## src/hw/rtl/nms_pkg.sv

```systemverilog
// nms_pkg: types and constants shared by the neighbour mean stencil
// used by nms_nbr_sum and neighbour_mean_stencil; no dependencies

package nms_pkg;

    // field widths fixed by the interface
    localparam int SAMPLE_W  = 16;
    localparam int ROW_W     = 16;
    localparam int COLS_W    = 11;
    localparam int OUT_COL_W = 10;
    localparam int CFG_IDX_W = 1;
    localparam int CFG_DAT_W = 16;

    // neighbour sum of up to eight samples, and its magnitude
    localparam int SUM_W = SAMPLE_W + 3;
    localparam int MAG_W = SUM_W;

    // reciprocal constants for divide by 3 and by 5, exact for MAG_W-bit magnitudes
    localparam int DIV_SHIFT = 21;
    localparam int RECIP_W   = 20;
    localparam int PROD_W    = MAG_W + RECIP_W;
    localparam logic [RECIP_W-1:0] RECIP_3 = RECIP_W'((2**DIV_SHIFT + 2) / 3);
    localparam logic [RECIP_W-1:0] RECIP_5 = RECIP_W'((2**DIV_SHIFT + 4) / 5);

    // configuration register indexes
    localparam logic [CFG_IDX_W-1:0] CFG_ROW_COUNT = 1'b0;
    localparam logic [CFG_IDX_W-1:0] CFG_COL_COUNT = 1'b1;

    // results one sample can cause, in delivery order
    localparam int JOB_COUNT = 4;

    typedef enum logic [1:0] {
        JOB_UP_PREV  = 2'd0,  // row above, previous column
        JOB_UP_LAST  = 2'd1,  // row above, last column
        JOB_CUR_PREV = 2'd2,  // last row, previous column
        JOB_CUR_LAST = 2'd3   // last row, last column
    } t_job_kind;

    typedef enum logic [1:0] {
        DIV_BY_3 = 2'd0,
        DIV_BY_5 = 2'd1,
        DIV_BY_8 = 2'd2
    } t_div;

    // 3x3 window, [row][col], row 2 and col 2 newest
    typedef logic [2:0][2:0][SAMPLE_W-1:0] t_window;

    typedef struct packed {
        t_job_kind kind;
        logic      up;    // row above the centre exists
        logic      left;  // column left of the centre exists
    } t_job;

    typedef struct packed {
        logic             neg;
        logic [MAG_W-1:0] mag;
        t_div             div;
    } t_sum;

endpackage

```

## src/hw/rtl/nms_nbr_sum.sv

```systemverilog
// nms_nbr_sum: sum of the existing neighbours of one window cell, as sign and magnitude
// depends on nms_pkg

module nms_nbr_sum
    import nms_pkg::*;
(
    input  t_window i_win,
    input  t_job    i_job,
    output t_sum    o_sum
);

    logic [8:0]              incl;
    logic signed [SUM_W-1:0] acc;

    // centre cell, neighbour mask and signed sum
    always_comb begin
        int cr;
        int cc;
        cr = (i_job.kind inside {JOB_CUR_PREV, JOB_CUR_LAST}) ? 2 : 1;
        cc = (i_job.kind inside {JOB_UP_LAST, JOB_CUR_LAST}) ? 2 : 1;
        acc = '0;
        for (int i = 0; i < 3; i++) begin
            for (int j = 0; j < 3; j++) begin
                incl[i*3+j] = (i + 1 >= cr) && (j + 1 >= cc)
                              && !(i == cr && j == cc)
                              && (i != cr - 1 || i_job.up)
                              && (j != cc - 1 || i_job.left);
                if (incl[i*3+j]) begin
                    acc = acc + SUM_W'(signed'(i_win[i][j]));
                end
            end
        end
    end

    // divisor from neighbour count, sign and magnitude for the divider
    always_comb begin
        case ($countones(incl))
            8:       o_sum.div = DIV_BY_8;
            5:       o_sum.div = DIV_BY_5;
            default: o_sum.div = DIV_BY_3;
        endcase
        o_sum.neg = acc[SUM_W-1];
        o_sum.mag = acc[SUM_W-1] ? MAG_W'(-acc) : MAG_W'(acc);
    end

endmodule

```

## config.mk

```make
export PLATFORM = sky130hd
export DESIGN_NAME = nms_nbr_sum
export DESIGN_NICKNAME = d
export VERILOG_FILES = /design/src/hw/rtl/nms_pkg.sv /design/src/hw/rtl/nms_nbr_sum.sv
export SDC_FILE = /design/constraint.sdc
export NUM_CORES = 1
export LEC_CHECK = 0
export ABC_AREA = 1
export ABC_CLOCK_PERIOD_IN_PS = 16600
export BUFFER_PORTS_ARGS = -buffer_cell sky130_fd_sc_hd__buf_2
export CORE_MARGIN = 4
export CORE_UTILIZATION = 29
export DETAILED_ROUTE_END_ITERATION = 6
export GPL_TIMING_DRIVEN = 0
export PLACE_DENSITY = 0.49
export SLEW_MARGIN = 10
export SYNTH_ARGS = -nofsm -noshare
export SYNTH_HDL_FRONTEND = slang
export SYNTH_SLANG_ARGS = --single-unit
```

## constraint.sdc

```tcl
create_clock -name vclk -period 16.6
set_clock_uncertainty 0.15 [all_clocks]
set_input_delay 2.49 -clock vclk [all_inputs]
set_output_delay 2.49 -clock vclk [all_outputs]
set_load 0.05 [all_outputs]
```

### Yosys cells after proc, flatten, opt, wreduce, memory -nomap -nowiden

Index checks and enable logic that the tools add are counted.

| word-level totals | value |
|---|---|
| bits in registers | 0 |

| operators by class | value |
|---|---|
| add/subtract/negate cells | 19 |
| $lt $le $gt $ge | 6 |
| equal/unequal tests | 13 |
| mux-type cells | 13 |
| reduce and logical (&&, ||, !) cells | 66 |

Operator list:

| cell | number |
|---|---|
| two-way mux 19 bit | 10 |
| adder 19 x 16 -> 19 bit | 8 |
| logical NOT 32 bit | 2 |
| != test 2 x 32 -> 1 bit (first input constant) | 2 |
| != test 3 x 32 -> 1 bit (first input constant) | 2 |
| nonzero test 32 bit | 2 |
| logical AND 1 bit | 45 |
| negation 19 bit | 1 |
| logical NOT 1 bit | 9 |
| adder 1 x 1 -> 2 bit | 4 |
| >= comparator 2 bit (first input constant) | 4 |
| adder 2 x 2 -> 3 bit | 2 |
| logical OR 1 bit | 6 |
| subtractor 2 x 1 -> 3 bit (second input constant) | 2 |
| adder 4 x 1 -> 5 bit | 1 |
| == test 5 x 3 -> 1 bit (second input constant) | 1 |
| == test 5 x 4 -> 1 bit (second input constant) | 1 |
| adder 3 x 3 -> 4 bit | 1 |
| == test 1 x 2 -> 1 bit (first input constant) | 2 |
| == test 2 bit (first input constant) | 2 |
| == test 2 bit (second input constant) | 2 |
| >= comparator 1 x 2 -> 1 bit (first input constant) | 2 |
| two-way mux 2 bit | 2 |
| case mux 2 bit (2 select lines) | 1 |
| 2 further kinds | 3 |

### Longest topological paths before layout

Gate-level depths: netlist of the first run.

| depth | value |
|---|---|
| depth in word-level cells | 28 |
| depth in mapped cells | 87 |
| gate-level depth less buffers | 86 |

### Worst setup path before layout of the first run

Ideal clock, no wire load.

| path | value |
|---|---|
| kind | input to output |
| from | in i_job[0] (netlist bit) |
| to | out o_sum[20] (netlist bit) |
| arrival | 12.941 ns |
| data required time | 13.960 ns |
| path slack | 1.019 ns |
| stages | 70 |
| path through | inv_2 -> nor2_4 -> nand2_2 -> clkbuf_1 -> nor2_1 -> ha_1 -> inv_1 -> fa_1 -> inv_1 -> o21ai_0 -> a21oi_1 -> ha_1 -> nand2_1 -> nand2_1 -> inv_1 -> nand3_1 -> nand3_1 -> inv_1 -> [... 34 more ...] -> nand2_1 -> nor3_1 -> nand3_1 -> nand3_1 -> a21boi_0 -> o21ai_0 -> xnor2_1 -> or2_2 -> nand2_1 -> ha_1 -> a21o_1 -> a31oi_1 -> nand3_1 -> or2_2 -> nand3_1 -> nand2_4 -> buf_4 -> a21oi_1 |

RTL lines:

| what | RTL line | text |
|---|---|---|
| from (decl) | nms_nbr_sum.sv:8 | `input t_job i_job,` |
| to (decl) | nms_nbr_sum.sv:9 | `output t_sum o_sum` |

==> results.cfg, run 1 <==
[power]
p_comb_share_pct = 100.0
ir_drop_uv = 78.24
intPower_uw = 532.3
swShare_pct = 63.00
power_leakage_uw = 0.007764
power_uw = 1439
p_clk_share_pct = 0
p_per_area_mw_per_mm2 = 97.53
seqPwrFrac_pct = 0
p_switching_uw = 906.5

[floorplan]
die_h_um = 202.9
num_rows = 71
pin_count = 170
start_util_pct = 29.32
fp.coreArea_mm2 = 0.03758
dieArea_mm2 = 0.04118
die_w_um = 202.9

[critical_path]
cp_data_arrival_time_ns = 13.24
crit_fanout = 6
crit_start = i_job[3]
critPathCaptureType = output pin
crit_type = input port to output pin
critPathMostFrequentCell = nand2_1
crit_buf_inv = 15
crit_cells = 81
cp.required_ns = 13.96
startpoint_type = input port
cpLargestDelayFamily = simple AND/OR/NAND/NOR gates
crit_end = o_sum[20]
critical_path.max_stage_delay_ns = 0.33
cp_slowest_cell = ha_1

[sta]
hold_violations = 0
max_freq_mhz = 62.97
period_needed_ns = 15.88
final.period_utilization_pct = 95.67
relSlewSlack_pct = 50.50
worstMarginPinSlew_ns = 0.7425
setup_viol = 0
maxSlewViolCount = 0

[place]
place_congestion = 0.9294
dp_hpwl_um = 38250
io_buffer_count = 170
place_inst = 2786

[drt]
postRouteAntennaNets = 0
viasPerCell = 4.982
drt-pass1-iter-count = 6
wire_per_inst_um = 15.63
vias = 14120
met3WireLength_um = 2140
dr.max_layer_used = met5
first_iter_violations = 864
drcViolationCount = 0
wirelength_um = 44320
drt-met1-wl_um = 20550
wl_met2_um = 20520

[synth]
post-synth-top-area-fraction_pct = 22.62
yosysWarnings = 0
synthTopCellsByArea = nand2_1 23%, ha_1 17%, nand3_1 12%, inv_1 11%, a21oi_1 6.2%
ys_types = 49
synth_nets = 2414
yosys.area.top_type = nand2_1
syn-instance-count = 2105
syn_area_per_cell_um2 = 5.234
syn-cell-area_mm2 = 0.01102
ys_seq_area_share_pct = 0

[global_routing]
grt_max_degree = 11
overflow = 0
antenna_found_initial = 6
grt_pass1_wl_um = 67660
grt_use_total_pct = 20.05
grt_pass1_vias = 13340

[final_layout]
syn_to_final_growth_pct = 33.90
fin_cells = 2835
nFillCells = 4159
seq_cell_count = 0
drive_above_1_share_pct = 26.56
seqCellArea_um2 = 0
clkbuf_count = 0
final_nets = 2634

[run]
drv_cap = 0

[hold_path]
hp-class = input port to output pin

[clock_tree]
holdBufCountCts = 0

[run_status]
run_status = finished, final reports clean
## routing by layer
metal	track usage [%]	vias to the layer above
met3	2.332	59
met5	0	-
met1	27.32	6413
li1	-	7325
met2	34.48	316
met4	3.613	10
## cell usage in the layout (no fill, tap or decap), types with 7 or more instances in the layout
| master | count |
|---|---|
| nand2_1 | 594 |
| inv_1 | 299 |
| nand3_1 | 243 |
| buf_2 | 158 |
| nor2_1 | 120 |
| a21oi_1 | 81 |
| ha_1 | 77 |
| nand2_2 | 75 |
| o21ai_0 | 60 |
| ha_4 | 54 |
| buf_4 | 51 |
| a21oi_2 | 49 |
| nor2_2 | 40 |
| nand4_1 | 36 |
| xor2_1 | 35 |
| or2_2 | 27 |
| and2_1 | 25 |
| nand3_2 | 21 |
| o21ai_2 | 19 |
| nor3_1 | 17 |
| ha_2 | 17 |
| inv_2 | 16 |
| xnor2_1 | 16 |
| buf_6 | 15 |
| o21ai_1 | 14 |
| nand3b_1 | 14 |
| nor2_4 | 12 |
| a31oi_1 | 12 |
| fa_1 | 11 |
| clkbuf_1 | 10 |
| o21bai_1 | 8 |
| a21oi_4 | 7 |
| nand2_4 | 7 |
| o31ai_1 | 7 |
## cell usage after synthesis (6+ instances only)
master	instances
nand3b_1	14
xnor2_1	17
o31ai_1	8
nand3_1	265
a21oi_1	136
fa_1	13
nor3_1	25
ha_1	148
o21ai_0	89
nand2_1	664
buf_2	7
clkbuf_1	11
nand4_1	36
a31oi_1	14
nand2_2	11
o21bai_1	11
or2_2	27
and2_1	31
nor2_1	166
xor2_1	36
inv_1	313
nor4_1	6
## power by group through the flow
| stage | Sequential (uW) | Clock [uW] | Combinational (uW) |
|---|---|---|---|
| floorplan | 0 | 0 | 900 |
| global placement | 0 | 0 | 1170 |
| detailed placement | 0 | 0 | 1170 |
| CTS | 0 | 0 | 1230 |
| global route | 0 | 0 | 1590 |
| finish | 0 | 0.00000806 | 1440 |
## final cells by class
type / count / area, um2 / share of cell area (%)
inverter: 320 / 1209 / 8.193
buffer: 26 / 142.6 / 0.9668
antenna: 1 / 2.502 / 0.01696
timing repair buffer: 218 / 1301 / 8.820
multi-input combinational: 1759 / 11460 / 77.67
tap: 511 / 639.4 / 4.334
## timing repair
| item | CTS | global route |
|---|---|---|
| buffers inserted | 16 | 32 |
| setup endpoints to repair | 19 | 19 |
| pin swaps | 19 | 78 |
| cloned | 0 | 1 |
| gates resized for setup | 112 | 342 |
## worst min-delay path by stage
stage               slack (ns)  cells past startpoint        from         to
finish                    5.63                      7  i_win[143]   o_sum[9]
CTS                       5.64                      6  i_win[128]   o_sum[2]
global route              5.68                      7  i_win[143]   o_sum[9]
global placement          5.63                      6  i_win[128]   o_sum[2]
detailed placement        5.64                      6  i_win[128]   o_sum[2]
floorplan                 5.37                      5  i_win[143]  o_sum[21]
## metrics by stage
stage / hold WS [ns] / TNS (ns) / util, % / worst slack (ns) / cell area (um2)
2_1_floorplan: 5.373 / 0 / - / 1.019 / 11020
3_3_place_gp: 5.626 / -19.82 / 33.29 / -1.145 / 12510
3_5_place_dp: 5.641 / -19.64 / 33.29 / -1.176 / 12510
4_1_cts: 5.640 / -0.01435 / 34.74 / -0.01435 / 13050
5_1_grt: 5.677 / -1.138 / 39.25 / -0.08546 / 14750
6_report: 5.625 / 0 / 39.26 / 0.7189 / 14750
## cells by family after synthesis
logic type	after synthesis	share of synthesized area [%]
fa+ha+maj	161	19.17
compound gates	280	13.92
xor+xnor	53	4.213
simple gates	1264	50.55
buf+inv	347	12.15
Note: power is estimated with default switching activity, not from simulation.
==> inputs of run 2 (changes only) <==
--- a/config.mk
+++ b/config.mk
@@ -9,10 +9,11 @@
 export ABC_CLOCK_PERIOD_IN_PS = 16600
 export BUFFER_PORTS_ARGS = -buffer_cell sky130_fd_sc_hd__buf_2
 export CORE_MARGIN = 4
-export CORE_UTILIZATION = 29
+export CORE_UTILIZATION = 61
 export DETAILED_ROUTE_END_ITERATION = 6
 export GPL_TIMING_DRIVEN = 0
-export PLACE_DENSITY = 0.49
+export PLACE_DENSITY = 0.88
+export RECOVER_POWER = 25
 export SLEW_MARGIN = 10
 export SYNTH_ARGS = -nofsm -noshare
 export SYNTH_HDL_FRONTEND = slang
==> results.cfg, run 2 (synthesis results as in run 1) <==
[run_status]
run_status = finished, final reports clean

[sta]
rsz0062_at_grt = yes
hold_ws_ns = 5.684
relSlewSlack_pct = 54.16
worstMarginPinSlew_ns = 0.6813
final.period_utilization_pct = 99.01
setup_viol = 0
period_needed_ns = 16.44
hold_violations = 0
maxSlewViolCount = 0
max_freq_mhz = 60.84

[place]
place_congestion = 1.051
place_area_mm2 = 0.01215
dp_hpwl_um = 32400
io_buffer_count = 170

[global_routing]
antenna_found_initial = 3
overflow = 0
grt_max_degree = 11
grt_pass1_wl_um = 59810
grt_use_total_pct = 35.55
grt_pass1_vias = 13000

[critical_path]
critPathMostFrequentCell = nand2_1
crit_start = i_job[0]
critPathCaptureType = output pin
crit_end = o_sum[20]
crit_type = input port to output pin
cp.required_ns = 13.96
cp_data_arrival_time_ns = 13.80
crit_fanout = 10
cp_slowest_cell = fa_1
critical_path.max_stage_delay_ns = 0.40
startpoint_type = input port

[drt]
postRouteAntennaNets = 0
drt-pass1-iter-count = 6
viasPerCell = 6.007
vias = 15300
wirelength_um = 42590
drcViolationCount = 0
wire_per_inst_um = 16.72
first_iter_violations = 1652

[floorplan]
num_rows = 48
pin_count = 170
start_util_pct = 63.04
die_h_um = 142.4
dieArea_mm2 = 0.02028
die_w_um = 142.4
fp.coreArea_mm2 = 0.01748

[power]
p_per_area_mw_per_mm2 = 102.6
power_leakage_uw = 0.007742
ir_drop_uv = 263.9

[final_layout]
final_nets = 2631
layout_commonest_cell = nand2_1
syn_to_final_growth_pct = 29.88
clkbuf_count = 0
seq_cell_count = 0
drive_above_1_share_pct = 25.73
utilization_pct = 81.88
seqCellArea_um2 = 0
final_cell_mix = 598 x nand2_1, 300 x inv_1, 247 x nand3_1, 154 x buf_2, 121 x nor2_1
design_area_mm2 = 0.01431

[hold_path]
hp-class = input port to output pin

[clock_tree]
holdBufCountCts = 0

[run]
drv_cap = 0
## run 2: cell types whose count changed in the layout (fill, tap and decap cells not counted), sizes merged
cell | before | now
buf | 230 | 223
nand2 | 679 | 680
diode | 1 | 2
clkbuf | 14 | 17
## run 2: per-stage QoR
| stage | power [uW] | worst slack, ns | setup TNS, ns | cells |
|---|---|---|---|---|
| 2_1_floorplan | 899.8 | 1.019 | 0 | 2105 |
| 3_3_place_gp | 1116 | -0.7601 | -12.49 | 2500 |
| 3_5_place_dp | 1143 | -0.9220 | -15.50 | 2500 |
| 4_1_cts | 1186 | 0.002808 | 0 | 2507 |
| 5_1_grt | 1594 | -0.3622 | -4.650 | 2546 |
| 6_report | 1468 | 0.1641 | 0 | 2547 |
## run 2: cell type report
type	instances	area, um2
Tap cell	225	281.5
Antenna cell	2	5.005
Multi-Input combinational cell	1760	11420
Timing Repair Buffer	213	1245
Fill cell	1267	3167
Inverter	320	1209
Buffer	27	150.1
## run 2: power breakdown
group	switching (uW)	leakage, uW	internal [uW]
logic	939	0.00774	529
clock network	0	0.0000000127	0.0000161
registers	0	0	0
total	939	0.00774	529
## run 2: worst min-delay path by stage
stage                           from         to  slack, ns  depth (start not counted)
after floorplan           i_win[143]  o_sum[21]       5.37                          5
after global placement    i_win[128]   o_sum[2]       5.62                          6
after detailed placement  i_win[128]   o_sum[2]       5.65                          6
after CTS                 i_win[128]   o_sum[2]       5.64                          6
after global routing      i_win[143]   o_sum[7]       5.73                          7
final                     i_win[143]   o_sum[4]       5.68                          7
## run 2: layer usage
layer	share of wire (%)	track usage, %	up-vias
met5	0.089	0	-
met4	6.3	15.06	4
met3	10	5.712	237
met2	44	57.66	949
met1	39	46.75	6770
li1	-	-	7339
## run 2: timing repair
| item | 4_1_cts | 5_1_grt |
|---|---|---|
| gates cloned | 0 | 3 |
| endpoints found under the setup margin | 19 | 19 |
| setup buffers | 7 | 35 |
| pin swaps | 8 | 84 |
| resized for setup | 74 | 360 |
## run 2: worst max-delay path: cells and delay by family
kind	cells	cell delay, ns
AND/OR/NAND/NOR	36	4.38
adder cells (fa/ha/maj)	9	2.34
XOR/XNOR	1	0.17
buffers and inverters	14	1.27
AO/OA/AOI/OAI	20	3.13
